### config.mk
export PLATFORM = sky130hd
export DESIGN_NAME = tilt_sqrt
export DESIGN_NICKNAME = d
export VERILOG_FILES = /design/src/rtl/tilt_pkg.sv /design/src/rtl/tilt_sqrt.sv
export SDC_FILE = /design/constraint.sdc
export NUM_CORES = 2
export LEC_CHECK = 0
export ABC_AREA = 0
export BUFFER_PORTS_ARGS = -buffer_cell sky130_fd_sc_hd__buf_2
export CELL_PAD_IN_SITES_DETAIL_PLACEMENT = 2
export CELL_PAD_IN_SITES_GLOBAL_PLACEMENT = 2
export CORE_ASPECT_RATIO = 0.7
export CORE_MARGIN = 1
export CORE_UTILIZATION = 38
export CTS_CLUSTER_DIAMETER = 40
export DETAILED_ROUTE_END_ITERATION = 10
export MAX_ROUTING_LAYER = met4
export PLACE_DENSITY = 0.71
export SYNTH_ARGS = -nofsm -noshare
export SYNTH_HDL_FRONTEND = slang
export SYNTH_SLANG_ARGS = --single-unit
### constraint.sdc
create_clock -name clk -period 3.4 [get_ports clk]
set_clock_uncertainty 0.1 [all_clocks]
set_input_delay 0.17 -clock clk [delete_from_list [all_inputs] [get_ports clk]]
set_output_delay 0.17 -clock clk [all_outputs]
set_load 0.02 [all_outputs]
### src/rtl/tilt_pkg.sv
// shared widths, limits and arctangent table for the tilt angle pipeline
package tilt_pkg;

  // input sample width
  localparam int SAMPLE_W = 16;
  // sum of two squares, y*y + z*z, up to 2^31
  localparam int SUMSQ_W = 32;
  // integer square root of sumsq * 2^32
  localparam int ROOT_W = 32;
  // partial remainder of the square root
  localparam int REM_W = 35;
  // rotation datapath width
  localparam int CW = 41;
  // angle accumulator width, centidegrees * 2^16
  localparam int AW = 34;
  // fractional bits of the angle accumulator
  localparam int ANGLE_FRAC = 16;
  // rounded angle width before clamping
  localparam int QW = AW - ANGLE_FRAC;
  // operand scaling of raw counts
  localparam int OPER_SHIFT = 20;
  // longest supported rotation table
  localparam int TABLE_LEN = 24;

  localparam logic signed [AW-1:0] QUARTER_TURN = AW'(64'sd9000 <<< ANGLE_FRAC);
  localparam logic signed [QW-1:0] ROLL_LIMIT = QW'(18000);
  localparam logic signed [QW-1:0] PITCH_LIMIT = QW'(9000);

  // atan(2^-i) in centidegrees * 2^16
  localparam logic signed [AW-1:0] ATAN_TAB [0:TABLE_LEN-1] = '{
    34'sd294912000, 34'sd174096719, 34'sd91987925, 34'sd46694507,
    34'sd23437865, 34'sd11730358, 34'sd5866610, 34'sd2933484,
    34'sd1466764, 34'sd733385, 34'sd366693, 34'sd183346,
    34'sd91673, 34'sd45837, 34'sd22918, 34'sd11459,
    34'sd5730, 34'sd2865, 34'sd1432, 34'sd716,
    34'sd358, 34'sd179, 34'sd90, 34'sd45
  };

  // sample that rides along the square root pipeline
  typedef struct packed {
    logic signed [SAMPLE_W-1:0] x;
    logic signed [SAMPLE_W-1:0] y;
    logic signed [SAMPLE_W-1:0] z;
  } tilt_side_t;

  // pitch special-case flags
  typedef struct packed {
    logic level;
    logic xpos;
    logic xneg;
  } pitch_flags_t;

endpackage

### src/rtl/tilt_sqrt.sv
// pipelined integer square root, one result bit per stage
module tilt_sqrt (
  input  logic                        clk,
  input  logic                        rst,
  input  logic                        in_valid,
  input  logic [tilt_pkg::SUMSQ_W-1:0] sumsq,
  input  tilt_pkg::tilt_side_t        in_side,
  output logic                        out_valid,
  output logic [tilt_pkg::ROOT_W-1:0] root,
  output tilt_pkg::tilt_side_t        out_side
);
  import tilt_pkg::*;

  logic               vld  [0:ROOT_W];
  logic [REM_W-1:0]   rem  [0:ROOT_W];
  logic [ROOT_W-1:0]  rt   [0:ROOT_W];
  logic [2*ROOT_W-1:0] rad [0:ROOT_W];
  tilt_side_t         side [0:ROOT_W];

  // stage inputs
  always_comb begin
    vld[0]  = in_valid;
    rem[0]  = '0;
    rt[0]   = '0;
    rad[0]  = {sumsq, 32'b0};
    side[0] = in_side;
  end

  for (genvar j = 0; j < ROOT_W; j++) begin : g_stage
    localparam int K = ROOT_W - 1 - j;
    logic [REM_W-1:0] shifted;
    logic [REM_W-1:0] trial;

    // bring down the next digit pair and try the new root bit
    always_comb begin
      shifted = {rem[j][REM_W-3:0], rad[j][2*K+1 -: 2]};
      trial   = REM_W'({rt[j], 2'b01});
    end

    always_ff @(posedge clk) begin
      if (rst) begin
        vld[j+1] <= 1'b0;
      end else begin
        vld[j+1] <= vld[j];
      end
    end

    always_ff @(posedge clk) begin
      rad[j+1]  <= rad[j];
      side[j+1] <= side[j];
      if (shifted >= trial) begin
        rem[j+1] <= shifted - trial;
        rt[j+1]  <= {rt[j][ROOT_W-2:0], 1'b1};
      end else begin
        rem[j+1] <= shifted;
        rt[j+1]  <= {rt[j][ROOT_W-2:0], 1'b0};
      end
    end
  end

  assign out_valid = vld[ROOT_W];
  assign root      = rt[ROOT_W];
  assign out_side  = side[ROOT_W];

endmodule

---- Yosys cells after proc, flatten, opt, wreduce, memory -nomap -nowiden ----
Cells that the tools add are included.
Widths: inputs -> output; s select.
storage, ports and cells
  register bits ........................... 3329
  input port bits ......................... 83
  output and inout bits ................... 81
  logic and storage cells ................. 348
cells by class
  add/subtract/negate cells ............... 31
  magnitude comparators ................... 32
  muxes and demuxes ....................... 63
operators with widths
  operator          number
  $mux 33           30
  $ge 35x10->1      1
  $ge 35x11->1      1
  $ge 35x12->1      1
  $ge 35x13->1      1
  $ge 35x14->1      1
  $ge 35x15->1      1
  $ge 35x16->1      1
  $ge 35x17->1      1
  $ge 35x18->1      1
  $ge 35x19->1      1
  $ge 35x20->1      1
  $ge 35x21->1      1
  $ge 35x22->1      1
  $ge 35x23->1      1
  $ge 35x24->1      1
  $ge 35x25->1      1
  $ge 35x26->1      1
  $ge 35x27->1      1
  $ge 35x28->1      1
  $ge 35x29->1      1
  $ge 35x3->1       1
  $ge 35x30->1      1
  $ge 35x31->1      1
  other kinds (42)  73

---- Depth between registers and ports, before layout ----
  word-level depth ........................ 2
  mapped depth ............................ 15
  depth with buffers taken out ............ 13

---- Worst setup path after synthesis ----
Ideal clock, no wire load.
  kind .................................... reg-to-reg
  start ................................... reg rem (netlist bit g_stage[24].shifted[2])
  end ..................................... reg rem (netlist bit g_stage[25].shifted[32])
  library setup time ...................... 0.118 ns
  data arrival time ....................... 3.277 ns
  required time ........................... 3.182 ns
  path slack .............................. -0.096 ns
  stages on the path, launching flop included .. 13
  buffers on the path ..................... 0
  period minus slack after synthesis ...... 3.496 ns
  cell sequence ........................... dfxtp_1 -> ha_1 -> fa_1 -> a211oi_1 -> o211ai_1 -> a2111oi_0 -> nor3_1 -> a221oi_1 -> o21ai_1 -> o211ai_1 -> nand3_1 -> or3_1 -> xnor2_1
between the ends
  cells in the longest elaborated chain, start to end .. 2
  elaborated cells between the ends (all ways) .. 3
  classes of those cells .................. add/sub (1); order compare (1); mux (1)
ends and longest elaborated chain
  what                                            RTL line                          RTL
  from (decl)                                     tilt_sqrt.sv:15                   logic [REM_W-1:0] rem [0:ROOT_W];
  from (signal, indexed assignment)               tilt_sqrt.sv:52                   rem[j+1] <= shifted - trial;
  from (signal, indexed assignment)               tilt_sqrt.sv:55                   rem[j+1] <= shifted;
  $sub 33x26->33 or $ge 35x26->1 (tied branches)  tilt_sqrt.sv:52, tilt_sqrt.sv:51
  $mux 33 (*)                                     tilt_sqrt.sv:51                   if (shifted >= trial) begin
Every way passes the cells marked *; elsewhere a longest branch is shown, timed or not.
A chain may end at the register's enable or synchronous reset.

---- Worst setup path after layout ----
  start ................................... reg rem (netlist bit g_stage[8].shifted[11])
  end ..................................... reg rem (netlist bit g_stage[9].shifted[3])
between the ends
  cells in the longest elaborated chain, start to end .. 2
ends and longest elaborated chain
  what          RTL line
  $ge 35x10->1  tilt_sqrt.sv:51
  $mux 33       tilt_sqrt.sv:51
Every way passes these cells.

==> run metrics <==
status finished, violations left; failing checks negative setup slack; Hold WS roughly 0.22 ns; cell at the slowest stage of the critical path or4_4; R2R Setup Slk -0.40 ns; slew margin rel. 48.9%; final hold vios 0; largest cells by area after synthesis dfxtp_1 (63%), ha_1 (6.3%), xnor2_1 (3.4%); Critical R2R Capture g_stage[9].shifted[3]; vias 69.4k; crit path buf inv count 2; Synth async-reset ratio 0%; CTS tree done; Clock Path Buffers 4; Setup crit start kind flop; Layout Nets 11.1k; fin cells 14.4k; Post-Synthesis Net Count 9980; Port Buffers 163; CP dominant cell by count or4b_4; dpl hpwl 193 mm; CP startpoint g_stage[8].shifted[11]; die area 278000 um^2; Inserted Clock Buffers 381; delay-heaviest family, CP simple AND/OR/NAND/NOR gates; Final Max Slew Viols 0; Final WS setup -0.403 ns; Total Power between 0.1 and 0.15 W; top cell type's share of synthesized area 63.0%; Final min period around 3.8 ns; Std-Cell Rows 160; cell with the most instances after synthesis dfxtp_1; Psw 0.0285 W; Synth Cell Area 105000 um^2; number of vias per cell 4.81; Worst-path clk slew 0.07 ns; overall die width approximately 630 um; Post-DRT Antenna Nets 0; setup_tns -11.02 ns; CP cell instances or4_4 > or4b_4 > or4b_4 > or2_4 > nor4_4 > nand3_2 > a211oi_4 > buf_6 > buf_12 > mux2i_1; GPL Wtd Cong around 0.84; CP max stage delay between 0.5 and 0.6 ns; DRT iter0 DRCs 2746; first-pass GRT wire length 439 mm; RSZ-0062 raised after global routing yes; # clock sinks approximately 3.3k; final worst path period share 112%; Combinational Power Share 13.6%; worst min path class flop to flop; r2r worst-path depth 10; # placed instances roughly 13k; Clock Power Share 40.8%; CTS root buf clkbuf_16; most frequent cells after synthesis dfxtp_1 (3296), inv_1 (667), nand2_1 (584); Sw Ratio 27.4%; I/O pin cnt 164; Yosys warning count 0; Worst Path Max Fanout 5; vias in the first global route just under 80k; Post-synth top flop dfxtp_1; post-synth top area cell dfxtp_1; Final setup viols 43; pwr dens between 700 and 800 nW/um^2; CORE AREA 273000 um^2; initial antenna violation count 13; Synth Register Bits 3296; max cap viols 0; largest net degree at the start of global routing between 40 and 50; Seq/Total Area, Yosys 63.0%; layout cell share with drive strength beyond 1 17.6%; Hold Path Stages 0; Pint 0.0754 W; Crit. End Element flop; EDFF count, synth 0; drt drc 0; H-tree depth 5; critical path type flop to flop; grt ovf 0; Initial Util between 30% and 40%; routed wire length per instance around 20 um; Worst EP arrival approximately 4.5 ns; VDD IR max 0.000447 V; Worst-Skew Late Latency about 0.90 ns; overall global routing resource usage slightly above 20%; Slew @ Worst Pin 0.756 ns; WP data required 4.11 ns; r2r startpoint g_stage[8].shifted[11]; worst slack, placed -0.764 ns; Gate Count Post-Synth slightly above 9k; CP Capture Point g_stage[9].shifted[3]; die height 441 um; Syn-to-layout area delta 25.7%; post-synthesis area per instance between 10 and 15 um^2; Seq pwr share 45.6%; fmax 0.263 GHz; Crit path depth 10; Leak Pwr 60.1 nW; drt pass-1 iters 5; drt total wl approximately 280 mm; post-synth cell types 90
## state kept, by name, summed over array words and instances, names as in the netlist
register         cells
g_stage.shifted    990
rad                210
vld                 31
out_valid            1
out_side            48
side              1488
g_stage.trial      496
root                32
## routing by layer
layer	track usage (%)	wire [um]	vias up	part of all wire, %
met2	33.5	135000	802	48
met1	26.6	134000	34400	48
met5	-	0	-	0
li1	-	-	33700	-
met3	2.58	7780	390	2.8
met4	4.46	5220	0	1.9
## kinds of logic (layout without fill, tap and decap cells)
kind of cell | after synthesis | count (layout) | synth area share [%]
AO/OA/AOI/OAI | 1649 | 1650 | 9.71
XOR/XNOR | 769 | 769 | 6.43
adder cells (fa/ha/maj) | 545 | 545 | 6.62
buffers and inverters | 866 | 2269 | 3.29
flip-flops | 3296 | 3296 | 63.0
multiplexers | 78 | 78 | 0.832
other | 1 | 5 | 0.00358
AND/OR/NAND/NOR | 2148 | 2148 | 10.1
## cell type report
cell class                      instances  area (um^2)
Antenna cell                            4         10.0
Clock buffer                          485        10600
Clock inverter                        206         2680
Fill cell                           26900       141000
Inverter                              684         2570
Multi-Input combinational cell       5191        37800
Sequential cell                      3296        66000
Tap cell                             3645         4560
Timing Repair Buffer                  894         7300
## worst min path at each step
stage                     start                    end  slack, ns
detailed placement  in_side[24]             side[1512]       0.17
finish               side[1030]              side[982]       0.22
global placement    in_side[26]             side[1514]       0.17
CTS                         rst                vld[29]       0.17
global route         side[1213]             side[1165]       0.22
floorplan             sumsq[28]  g_stage[1].shifted[0]        0.1
## repair_timing
action	4_1_cts	5_1_grt
setup buffers	70	70
pin swaps	118	163
hold endpoints to repair	113	0
cloned	4	4
gates resized for setup	243	330
hold buffers	165	0
setup endpoints to repair	316	453
## power by group through the flow
stage	Clock (W)	Combinational [W]	Sequential, W
3_5_place_dp	0	0.0125	0.0480
2_1_floorplan	0	0.00844	0.0463
4_1_cts	0.0437	0.0133	0.0473
6_report	0.0424	0.0142	0.0474
5_1_grt	0.0452	0.0156	0.0479
3_3_place_gp	0	0.0119	0.0478
## layout by cell type, fill, tap and decap left out, types with 30 or more instances in the layout
master | Yosys | routed
a21o_1 | 197 | 196
a21oi_1 | 502 | 465
a21oi_2 | 0 | 30
and3_1 | 42 | 37
buf_2 | 3 | 163
buf_4 | 49 | 499
buf_6 | 1 | 32
bufinv_16 | 0 | 40
clkbuf_1 | 120 | 45
clkbuf_16 | 0 | 394
clkbuf_8 | 0 | 51
clkinv_2 | 0 | 37
dfxtp_1 | 3296 | 3261
dfxtp_2 | 0 | 31
dlygate4sd3_1 | 0 | 165
ha_1 | 530 | 496
inv_1 | 667 | 651
inv_2 | 17 | 32
inv_6 | 0 | 40
mux2_1 | 43 | 43
nand2_1 | 584 | 562
nand2b_1 | 129 | 124
nand3_1 | 131 | 124
nand4_1 | 61 | 61
nor2_1 | 500 | 486
nor2b_1 | 100 | 95
nor3_1 | 216 | 185
nor4_1 | 102 | 78
o211ai_1 | 31 | 31
o21a_1 | 78 | 78
o21ai_0 | 274 | 257
o21ai_1 | 190 | 175
o21bai_1 | 55 | 52
o31ai_1 | 67 | 48
or3_1 | 73 | 61
or4_1 | 53 | 42
xnor2_1 | 406 | 390
xor2_1 | 363 | 363
## metrics by stage
stage / util, % / instance area [um^2]
after CTS: 47.5 / 129000
final: 48.3 / 132000
after global routing: 48.3 / 132000
after floorplan: - / 105000
after global placement: 41.4 / 113000
after detailed placement: 41.4 / 113000
(Power assumes the default switching activity.)
